==> src/hw/rtl/ski_pkg.sv <==
package ski_pkg;

	localparam int MAX_BASES_DEF = 64;

	// field widths
	localparam int BYTE_W = 8;
	localparam int LEN_W  = 7;
	localparam int STEP_W = 6;
	localparam int BASE_W = 2;

	// padded base position: split + step + pad stays below 512
	localparam int POS_W = 9;

	localparam logic [BASE_W-1:0] BASE_MASK = 2'b11;

	typedef enum logic [1:0] {
		ST_COLLECT,
		ST_CHECK,
		ST_READ,
		ST_EMIT
	} ski_state_t;

	typedef struct packed {
		logic take;
		logic clr_step;
		logic rd_en;
		logic adv_step;
	} ski_cmd_t;

	typedef struct packed {
		logic last_byte;
		logic steps_zero;
		logic last_step;
	} ski_status_t;

endpackage

==> src/hw/rtl/ski_ctrl.sv <==
module ski_ctrl (
	input  logic                 clk,
	input  logic                 arst_n,
	input  logic                 in_valid,
	input  logic                 out_ready,
	input  ski_pkg::ski_status_t st,
	output logic                 in_ready,
	output logic                 out_valid,
	output ski_pkg::ski_cmd_t    cmd
);
	import ski_pkg::*;

	ski_state_t state_q;
	ski_state_t state_nxt;

	always_ff @(posedge clk or negedge arst_n) begin
		if (!arst_n) begin
			state_q <= ST_COLLECT;
		end else begin
			state_q <= state_nxt;
		end
	end

	always_comb begin
		state_nxt = state_q;
		in_ready  = 1'b0;
		out_valid = 1'b0;
		cmd       = '0;
		case (state_q)
			ST_COLLECT: begin
				in_ready = 1'b1;
				if (in_valid) begin
					cmd.take = 1'b1;
					if (st.last_byte) begin
						state_nxt = ST_CHECK;
					end
				end
			end
			ST_CHECK: begin
				cmd.clr_step = 1'b1;
				state_nxt = st.steps_zero ? ST_COLLECT : ST_READ;
			end
			ST_READ: begin
				cmd.rd_en = 1'b1;
				state_nxt = ST_EMIT;
			end
			ST_EMIT: begin
				out_valid = 1'b1;
				if (out_ready) begin
					if (st.last_step) begin
						state_nxt = ST_COLLECT;
					end else begin
						cmd.adv_step = 1'b1;
						state_nxt = ST_READ;
					end
				end
			end
			default: begin
				state_nxt = ST_COLLECT;
			end
		endcase
	end

endmodule

==> src/hw/rtl/ski_datapath.sv <==
module ski_datapath #(
	parameter int MAX_BASES = ski_pkg::MAX_BASES_DEF
) (
	input  logic                        clk,
	input  logic                        arst_n,
	input  ski_pkg::ski_cmd_t           cmd,
	output ski_pkg::ski_status_t        st,
	input  logic [ski_pkg::BYTE_W-1:0]  seq_byte,
	input  logic [ski_pkg::LEN_W-1:0]   seq_length,
	input  logic [ski_pkg::LEN_W-1:0]   split_position,
	input  logic                        last_byte,
	output logic [ski_pkg::LEN_W-1:0]   prefix_length,
	output logic [ski_pkg::LEN_W-1:0]   suffix_length,
	output logic [ski_pkg::STEP_W-1:0]  step_index,
	output logic [ski_pkg::BASE_W-1:0]  suffix_base,
	output logic [ski_pkg::BASE_W-1:0]  prefix_base,
	output logic                        last_result
);
	import ski_pkg::*;

	localparam int STORE_BYTES = (MAX_BASES + 3) / 4;
	localparam int IDX_W = (STORE_BYTES > 1) ? $clog2(STORE_BYTES) : 1;
	localparam int CNT_W = $clog2(STORE_BYTES + 1);
	localparam logic [POS_W:0] MAX_LEN = (POS_W+1)'(MAX_BASES);
	localparam logic [POS_W-3:0] STORE_TOP = (POS_W-2)'(STORE_BYTES);

	logic [BYTE_W-1:0]      store [STORE_BYTES];
	logic [STORE_BYTES-1:0] valid_q;
	logic [STORE_BYTES-1:0] valid_nxt;
	logic [CNT_W-1:0]       cnt_q;
	logic [LEN_W-1:0]       held_len_q;
	logic [LEN_W-1:0]       held_split_q;
	logic [LEN_W-1:0]       step_q;

	logic                   first;
	logic                   room;
	logic [IDX_W-1:0]       wr_idx;
	logic [LEN_W-1:0]       len_sat;
	logic [LEN_W-1:0]       split_sat;

	logic [LEN_W-1:0]       pre;
	logic [LEN_W-1:0]       suf;
	logic [LEN_W-1:0]       steps;
	logic [1:0]             pad;
	logic [POS_W-1:0]       pos_suf;
	logic [POS_W-1:0]       pos_pre;
	logic [IDX_W-1:0]       suf_idx;
	logic [IDX_W-1:0]       pre_idx;
	logic                   suf_hit;
	logic                   pre_hit;

	logic [BYTE_W-1:0]      suf_byte_q;
	logic [BYTE_W-1:0]      pre_byte_q;
	logic [1:0]             suf_sel_q;
	logic [1:0]             pre_sel_q;
	logic                   suf_ok_q;
	logic                   pre_ok_q;

	// write side
	assign first  = (cnt_q == '0);
	assign room   = (cnt_q < CNT_W'(STORE_BYTES));
	assign wr_idx = cnt_q[IDX_W-1:0];

	always_comb begin
		len_sat = seq_length;
		if ({{(POS_W+1-LEN_W){1'b0}}, seq_length} > MAX_LEN) begin
			len_sat = LEN_W'(MAX_BASES);
		end
		split_sat = (split_position > len_sat) ? len_sat : split_position;
	end

	// entries not yet written in this record read as zero
	always_comb begin
		valid_nxt = first ? '0 : valid_q;
		if (room) begin
			valid_nxt[wr_idx] = 1'b1;
		end
	end

	always_ff @(posedge clk or negedge arst_n) begin
		if (!arst_n) begin
			valid_q      <= '0;
			cnt_q        <= '0;
			held_len_q   <= '0;
			held_split_q <= '0;
			step_q       <= '0;
		end else begin
			if (cmd.take) begin
				valid_q <= valid_nxt;
				if (last_byte) begin
					cnt_q <= '0;
				end else if (room) begin
					cnt_q <= cnt_q + CNT_W'(1);
				end
				if (first) begin
					held_len_q   <= len_sat;
					held_split_q <= split_sat;
				end
			end
			if (cmd.clr_step) begin
				step_q <= '0;
			end else if (cmd.adv_step) begin
				step_q <= step_q + LEN_W'(1);
			end
		end
	end

	always_ff @(posedge clk) begin
		if (cmd.take && room) begin
			store[wr_idx] <= seq_byte;
		end
	end

	// read side, both directions out from the split
	assign pre   = held_split_q;
	assign suf   = held_len_q - held_split_q;
	assign steps = (pre > suf) ? pre : suf;
	assign pad   = 2'(2'b00 - held_len_q[1:0]);

	assign pos_suf = POS_W'(held_split_q) + POS_W'(step_q) + POS_W'(pad);
	assign pos_pre = POS_W'(held_split_q) - POS_W'(step_q) - POS_W'(1) + POS_W'(pad);
	assign suf_idx = pos_suf[IDX_W+1:2];
	assign pre_idx = pos_pre[IDX_W+1:2];
	assign suf_hit = (pos_suf[POS_W-1:2] < STORE_TOP);
	assign pre_hit = (pos_pre[POS_W-1:2] < STORE_TOP);

	always_ff @(posedge clk) begin
		if (cmd.rd_en) begin
			suf_byte_q <= store[suf_idx];
			pre_byte_q <= store[pre_idx];
			suf_sel_q  <= pos_suf[1:0];
			pre_sel_q  <= pos_pre[1:0];
			suf_ok_q   <= (step_q < suf) && suf_hit && valid_q[suf_idx];
			pre_ok_q   <= (step_q < pre) && pre_hit && valid_q[pre_idx];
		end
	end

	// most significant pair first
	assign suffix_base = suf_ok_q ? (BASE_W'(suf_byte_q >> {~suf_sel_q, 1'b0}) & BASE_MASK)
	                              : '0;
	assign prefix_base = pre_ok_q ? (BASE_W'(pre_byte_q >> {~pre_sel_q, 1'b0}) & BASE_MASK)
	                              : '0;

	assign prefix_length = pre;
	assign suffix_length = suf;
	assign step_index    = step_q[STEP_W-1:0];
	assign last_result   = ((step_q + LEN_W'(1)) == steps);

	assign st.last_byte  = last_byte;
	assign st.steps_zero = (steps == '0);
	assign st.last_step  = last_result;

endmodule

==> src/hw/rtl/superkmer_base_interleaver.sv <==
// superkmer_base_interleaver
//
// input channel (in_valid/in_ready): one word per packed byte of a record, four
// 2-bit bases with the most significant pair first, left-padded so the record
// ends on a byte boundary. seq_length and split_position are taken with the
// first word of a record, last_byte marks its final word. in_ready is high
// while a record is being collected, one word per cycle.
// output channel (out_valid/out_ready): after the last word, max(prefix,
// suffix) result words, one per step outward from the split, each with the
// suffix base, the prefix base and both lengths; last_result marks the end.
// after the last word is taken the block passes a check state and a store read
// before the first result word is offered; each result then takes a store read,
// then the output word. no input is taken while results are pending.
// a stalled receiver holds the current result word and the whole block.
// reset clears the per-byte valid bits and returns to collecting. each record clears
// the store through per-byte valid bits, so bytes never sent read as zero.
module superkmer_base_interleaver #(
	parameter int MAX_BASES = ski_pkg::MAX_BASES_DEF
) (
	input  logic                        clk,
	input  logic                        arst_n,
	input  logic                        in_valid,
	output logic                        in_ready,
	input  logic [ski_pkg::BYTE_W-1:0]  seq_byte,
	input  logic [ski_pkg::LEN_W-1:0]   seq_length,
	input  logic [ski_pkg::LEN_W-1:0]   split_position,
	input  logic                        last_byte,
	output logic                        out_valid,
	input  logic                        out_ready,
	output logic [ski_pkg::LEN_W-1:0]   prefix_length,
	output logic [ski_pkg::LEN_W-1:0]   suffix_length,
	output logic [ski_pkg::STEP_W-1:0]  step_index,
	output logic [ski_pkg::BASE_W-1:0]  suffix_base,
	output logic [ski_pkg::BASE_W-1:0]  prefix_base,
	output logic                        last_result
);
	import ski_pkg::*;

	ski_cmd_t    cmd;
	ski_status_t st;

	ski_ctrl u_ctrl (
		.clk       (clk),
		.arst_n    (arst_n),
		.in_valid  (in_valid),
		.out_ready (out_ready),
		.st        (st),
		.in_ready  (in_ready),
		.out_valid (out_valid),
		.cmd       (cmd)
	);

	ski_datapath #(
		.MAX_BASES (MAX_BASES)
	) u_datapath (
		.clk            (clk),
		.arst_n         (arst_n),
		.cmd            (cmd),
		.st             (st),
		.seq_byte       (seq_byte),
		.seq_length     (seq_length),
		.split_position (split_position),
		.last_byte      (last_byte),
		.prefix_length  (prefix_length),
		.suffix_length  (suffix_length),
		.step_index     (step_index),
		.suffix_base    (suffix_base),
		.prefix_base    (prefix_base),
		.last_result    (last_result)
	);

endmodule

==> config.mk <==
export PLATFORM = sky130hd
export DESIGN_NAME = superkmer_base_interleaver
export DESIGN_NICKNAME = d
export VERILOG_FILES = /design/src/hw/rtl/ski_pkg.sv /design/src/hw/rtl/ski_ctrl.sv /design/src/hw/rtl/ski_datapath.sv /design/src/hw/rtl/superkmer_base_interleaver.sv
export SDC_FILE = /design/constraint.sdc
export NUM_CORES = 1
export LEC_CHECK = 0
export ABC_AREA = 1
export BUFFER_PORTS_ARGS = -buffer_cell sky130_fd_sc_hd__buf_4
export CAP_MARGIN = 10
export CORE_ASPECT_RATIO = 1.5
export CORE_UTILIZATION = 25
export DETAILED_ROUTE_END_ITERATION = 6
export GPL_ROUTABILITY_DRIVEN = 0
export RECOVER_POWER = 25
export SLEW_MARGIN = 10
export SYNTH_ARGS = -nofsm -noshare
export SYNTH_HDL_FRONTEND = slang
export SYNTH_SLANG_ARGS = --single-unit
==> constraint.sdc <==
create_clock -name clk -period 5.2 [get_ports clk]
set_clock_uncertainty 0.15 [all_clocks]
set_input_delay 0.26 -clock clk [delete_from_list [all_inputs] [get_ports clk]]
set_output_delay 0.26 -clock clk [all_outputs]
set_load 0.005 [all_outputs]
## Word level (Yosys, flattened, before mapping)

Memories as Yosys holds them, arrays and structs flattened. A register that Yosys moved wholly into a read port is not among the register bits.
Cells that the tools add are included.
Widths: inputs -> output; s select.

- Output and inout bits: 27
- Memories kept: 1
- Bits in registers: 50
- Memory bits (writable): 128
- Input port bits: 27

Memories:

| name | depth | width | rd ports | clocked after Yosys merged registers in | write ports | RTL line | text |
|---|---|---|---|---|---|---|---|
| u_datapath.store | 16 | 8 | 2 | 2 | 1 | ski_datapath.sv:27 | `logic [BYTE_W-1:0] store [STORE_BYTES];` |

- Bitwise gates (word level): 3
- Equality and inequality tests: 7
- Shift operators: 2
- Reduce and logical (&&, ||, !) cells: 14
- Magnitude comparators: 12
- Muxes and demuxes: 34
- $add $sub $neg: 9

Operator list:

| cell | number |
|---|---|
| $mux 7 | 5 |
| $mux 16 | 2 |
| $add 9x2->9 | 2 |
| $or 16x16->16 | 1 |
| $shr 8x3->2 | 2 |
| $lt 4x5->1 const B | 3 |
| $gt 7x7->1 | 2 |
| $lt 7x5->1 const B | 2 |
| $lt 7x7->1 | 2 |
| $mux 1 | 14 |
| $mux 2 | 7 |
| $mux 5 | 2 |
| $sub 9x1->9 const B | 1 |
| $add 7x7->8 | 1 |
| $bmux 1 s4 | 2 |
| $pmux 2 s4 | 1 |
| $sub 7x7->8 | 1 |
| $add 7x1->7 const B | 1 |
| $eq 7x7->1 | 1 |
| $gt 7x7->1 const B | 1 |
| $logic_not 7->1 | 1 |
| $sub 7x7->7 | 1 |
| $logic_and 1x1->1 | 6 |
| $ne 2x2->1 const B | 3 |
| 13 further kinds | 17 |

## Depth between registers and ports, before layout

- Depth after elaboration: 9
- Mapped depth: 26
- Mapped depth without buffers: 25

## Cells and area by module

From an unflattened synthesis, not the netlist that was laid out.

- Cell total of the unflattened synthesis: 1289
- Area, all modules: 11479.8 µm²

Modules (own cells, without submodules):

| module | times used | sequential area each (µm²) | area an instance (µm²) | cells each |
|---|---|---|---|---|
| ski_datapath | 1 | 5555.3 | 11337.1 | 1267 |
| ski_ctrl | 1 | 50.0 | 142.6 | 22 |

## Worst setup path before layout

OpenSTA, ideal clock, no wires.

- Path kind: reg-to-reg
- Start: register u_datapath.held_split_q[0], in the netlist u_datapath.prefix_length[0]
- End: register u_datapath.pre_byte_q[4] (read register of u_datapath.store), data pin
- Cell stages (with the launch flop): 16
- Data required time: 4.797 ns
- Arrival time: 3.331 ns
- Path slack: 1.465 ns
- Clock period less this slack: 3.735 ns
- Library setup time: 0.253 ns
- Cells stage by stage: dfrtp_1 > inv_1 > ha_1 > fa_1 > ha_1 > inv_1 > ha_1 > inv_1 > fa_1 > clkbuf_1 > clkbuf_1 > clkbuf_1 > mux2i_1 > o211ai_1 > nand3_1 > nand2_1

- Cells in the longest elaborated chain, start to end: 3

Ends and longest elaborated chain:

| item | RTL line | text |
|---|---|---|
| from (decl) | ski_datapath.sv:32 | `logic [LEN_W-1:0] held_split_q;` |
| from (signal assigned) | ski_datapath.sv:97 | `held_split_q <= split_sat;` |
| $sub 7x7->8 | ski_datapath.sv:121 | `assign pos_pre = POS_W'(held_split_q) - POS_W'(step_q) - POS_W'(1) + POS_W'(pad);` |
| $sub 9x1->9 | ski_datapath.sv:121 |  |
| $add 9x2->9 | ski_datapath.sv:121 |  |
| to (decl) | ski_datapath.sv:53 | `logic [BYTE_W-1:0] pre_byte_q;` |

No other way between the ends.
A chain may end at the register's enable or synchronous reset.

## Worst setup path after layout

- Start: register u_datapath.held_split_q[1], in the netlist u_datapath.prefix_length[1]
- End: output port last_result

- Cells in the longest elaborated chain, start to end: 4

Ends and longest elaborated chain:

| item | RTL line | text |
|---|---|---|
| $sub 7x7->7 | ski_datapath.sv:116 | `assign suf = held_len_q - held_split_q;` |
| $gt 7x7->1 | ski_datapath.sv:117 | `assign steps = (pre > suf) ? pre : suf;` |
| $mux 7 * | ski_datapath.sv:117 |  |
| $eq 7x7->1 * | ski_datapath.sv:147 | `assign last_result = ((step_q + LEN_W'(1)) == steps);` |
| to (decl) | superkmer_base_interleaver.sv:35 | `output logic last_result` |

Every way passes the cells marked *; elsewhere a longest branch is shown, timed or not.

==> run metrics <==
Slew Viols, Final 0; most utilized layer in the global route result met2; share of async-settable or async-resettable flops after synthesis a little under a quarter; number of port buffers 53; most frequent cells after synthesis sky130_fd_sc_hd__nand2_1 (233), sky130_fd_sc_hd__inv_1 (169), sky130_fd_sc_hd__o21ai_0 (153); post-CTS repair timing setup buffer count 0; Remaining Overflow, GRT 0; count of routing violations after the opening detailed-route iteration 628; area of placed instances between 10000 and 15000 um^2; TritonCTS Buffers 17; clock latency at the later pin of the worst-skew pair 0.46 ns; wire length of the first global-routing pass roughly 52000 um; setup repair after global routing missed its margin false; post-synth design cell area 11700 um^2; number of setup violations in the final report 0; required time at the endpoint of the critical path between 4 and 5 ns; number of global-route vias before repair 9542; count of inserted antenna diode cells 0; max capacitance violation total 0; area inside the core boundary 45900 um^2; Setup crit end kind output pin; distinct cell type count after synthesis between 40 and 50; total wire length 33600 um; number of gates given a new drive strength after cts 0; # H-tree levels 4; via count of the routed design between 9000 and 10000; clock-pin transition on the worst setup and hold timing paths 0.08 ns; maximum number of pins on one net before global-route repair 85; DRC viols 0; worst-path maximum fanout 12; setup slack on the worst flop-to-flop path between 0.8 and 0.9 ns; ordered list of cells on the worst path inv_1 -> fa_1 -> xor2_1 -> inv_1 -> ha_1 -> nand2_1 -> a21oi_1 -> nand4_4 -> nand2_4 -> nand2_1 -> nand2_1 -> nand2_1 -> nand2_1 -> nand2_1 -> nor2_2 -> nand2_2 -> inv_1 -> buf_4; class of the worst hold path primary input to flip-flop; Worst Path Arrival roughly 4.2 ns; Reg area roughly 5600 um^2; die width about 180 um; antenna-violating nets left 0; most frequent cell on the critical path sky130_fd_sc_hd__nand2_1; total I/O pin count 54; buffer cell driving the clock tree root sky130_fd_sc_hd__clkbuf_16; post-route cell area 13500 um^2; Primary FF master, synth sky130_fd_sc_hd__edfxtp_1; cell with the largest stage delay on the worst path sky130_fd_sc_hd__dfrtp_1; dominant cell by count in the synthesized netlist sky130_fd_sc_hd__nand2_1; main area contributors after synthesis sky130_fd_sc_hd__edfxtp_1 (39%), sky130_fd_sc_hd__dfrtp_1 (9.4%), sky130_fd_sc_hd__nand2_1 (7.5%), sky130_fd_sc_hd__o21ai_0 (6.6%), sky130_fd_sc_hd__ha_1 (5.5%); initial antenna violation count 0; final worst-path cycle share slightly below 90%; share of the synthesized area in the top cell type roughly two fifths; layout cell share with drive strength beyond 1 slightly above 10%; number of synthesized flops with an enable pin 150; GRT met2 Usage between 20% and 30%; worst slew margin relative to its limit 19.8%; critical path class flip-flop to output pin; Wirelength per Cell around 17 um; HPWL Detailed approximately 24000 um; GR Util met1 15.0%; pin slew with the least headroom to its limit ~1.2 ns; area taken by multi-input logic gates ~5100 um^2; number of cells produced by synthesis between 1000 and 1500; Area Overhead vs Synth 16.1%; number of register bits inferred by synthesis 194; met3 Resource Use GR under 10%; maximum clock insertion buffer count 2; Die Outline Area between 40000 and 50000 um^2; post-synthesis sequential area ratio slightly below 50%; outcome finished clean; CTS tree built; Hold Fails Final Rpt 0; floorplan die height 266 um; Post-Synthesis Net Count between 1000 and 1500; CP startpoint kind flip-flop; Pre-Repair DR Iteration Count 5; drt via density a little under 5; number of cell rows 96; Filler Cells Inserted roughly 4800; number of hold buffers added after CTS 23; cell taking the most area after synthesis sky130_fd_sc_hd__edfxtp_1; CTS Sinks slightly below 200; delay of the slowest critical-path stage around 0.51 ns; global-route usage over all layers about 14%; Synth Warn # 0; initial cell density of the core 25.4%; Avg Cell Area, Syn ~8.7 um^2; highest attainable clock frequency 215 MHz; TNS Setup 0 ns; net count reported at finish between 1000 and 1500; clock period minus final worst setup slack 4.65 ns
## cell type report
| cell class | count | area share [%] |
|---|---|---|
| flip-flops and latches | 194 | 41.4 |
| multi-input cells | 912 | 37.9 |
| repair buffers | 94 | 5.79 |
| well taps | 588 | 5.44 |
| inverters | 173 | 4.81 |
| clock buffers | 17 | 3.14 |
| clock inverters | 15 | 1.44 |
## through the flow
| stage | utilization (%) | hold WS [ns] | instances | setup slack (ns) |
|---|---|---|---|---|
| finish | 29.5 | 0.0305 | 1993 | 0.550 |
| global route | 29.5 | 0.0329 | 1993 | 0.203 |
| CTS | 29.5 | 0.00861 | 1993 | 0.536 |
| detailed placement | 27.7 | 0.167 | 1938 | 0.945 |
| global placement | 27.7 | 0.163 | 1938 | 0.991 |
| floorplan | - | -0.186 | 1346 | 1.47 |
## routing by layer
metal  routed length [um]  part of all wire (%)
met1                12300                    37
met2                17800                    53
met3                 1540                   4.6
met4                 1940                   5.8
met5                    0                     0
## cells by family after synthesis
kind of cell	count (synthesis)	share of synthesized area, %
muxes	7	0.601
and+or+nand+nor	472	17.7
xor gates and xnor gates	22	1.65
adders and majority gates	56	6.33
DFF	194	48.1
buffers and inverters	240	8.29
AOI/OAI and AO/OA	355	17.3
## sequential cells by signal, summed over array words and instances (netlist names)
register                  cells
u_ctrl.state_q                2
u_datapath.cnt_q              5
u_datapath.held_len_q         7
u_datapath.pre_byte_q         8
u_datapath.pre_ok_q           1
u_datapath.pre_sel_q          2
u_datapath.prefix_length      7
u_datapath.step_q             7
u_datapath.store            128
u_datapath.suf_byte_q         8
u_datapath.suf_ok_q           1
u_datapath.suf_sel_q          2
u_datapath.valid_q           16
## layout by cell type (no fill, tap or decap), types with 5 or more instances in the layout
cell                              n
sky130_fd_sc_hd__nor2_1         122
sky130_fd_sc_hd__o22ai_1         25
sky130_fd_sc_hd__buf_4           59
sky130_fd_sc_hd__o21ai_1          8
sky130_fd_sc_hd__nand2_2         12
sky130_fd_sc_hd__clkbuf_16       17
sky130_fd_sc_hd__nand3_1         68
sky130_fd_sc_hd__a31oi_1          9
sky130_fd_sc_hd__nand2_4          6
sky130_fd_sc_hd__dfrtp_1         44
sky130_fd_sc_hd__a211oi_1        11
sky130_fd_sc_hd__o211ai_1        55
sky130_fd_sc_hd__mux2i_1          7
sky130_fd_sc_hd__nand4_1          6
sky130_fd_sc_hd__nand2_1        231
sky130_fd_sc_hd__inv_8            5
sky130_fd_sc_hd__ha_1            51
sky130_fd_sc_hd__clkbuf_1         8
sky130_fd_sc_hd__dlygate4sd3_1   23
sky130_fd_sc_hd__a21oi_1         86
sky130_fd_sc_hd__nor2_2           6
sky130_fd_sc_hd__nand3_2         11
sky130_fd_sc_hd__inv_1          169
sky130_fd_sc_hd__xnor2_1          5
sky130_fd_sc_hd__o21ai_0        153
sky130_fd_sc_hd__xor2_1          15
sky130_fd_sc_hd__edfxtp_1       150
## worst paths after layout
kind,from,to,cells past startpoint
setup / recovery,u_datapath.prefix_length[1]$_DFFE_PN0P_,last_result,18
hold / removal,last_byte,u_datapath.cnt_q[4]$_DFFE_PN0P_,4
setup reg to reg,u_datapath.prefix_length[0]$_DFFE_PN0P_,u_datapath.pre_byte_q[7]$_DFFE_PP_,13
hold reg to reg,u_datapath.held_len_q[3]$_DFFE_PN0P_,u_datapath.held_len_q[3]$_DFFE_PN0P_,2
max in group asynchronous,arst_n,u_datapath.valid_q[14]$_DFFE_PN0P_,2
min in group asynchronous,arst_n,u_ctrl.state_q[1]$_DFFE_PN0P_,2
## critical path: cells and delay by family, from the launching register on
family | cells | cell delay (ns)
fa+ha+maj | 2 | 0.82
simple gates | 10 | 1.29
compound gates | 1 | 0.24
xor+xnor | 1 | 0.37
buf+inv | 4 | 0.56
flops | 1 | 0.51
Power is left out: the tool's default activity adds up to more than one toggle a clock period on the data nets, which glitch-free logic cannot reach.
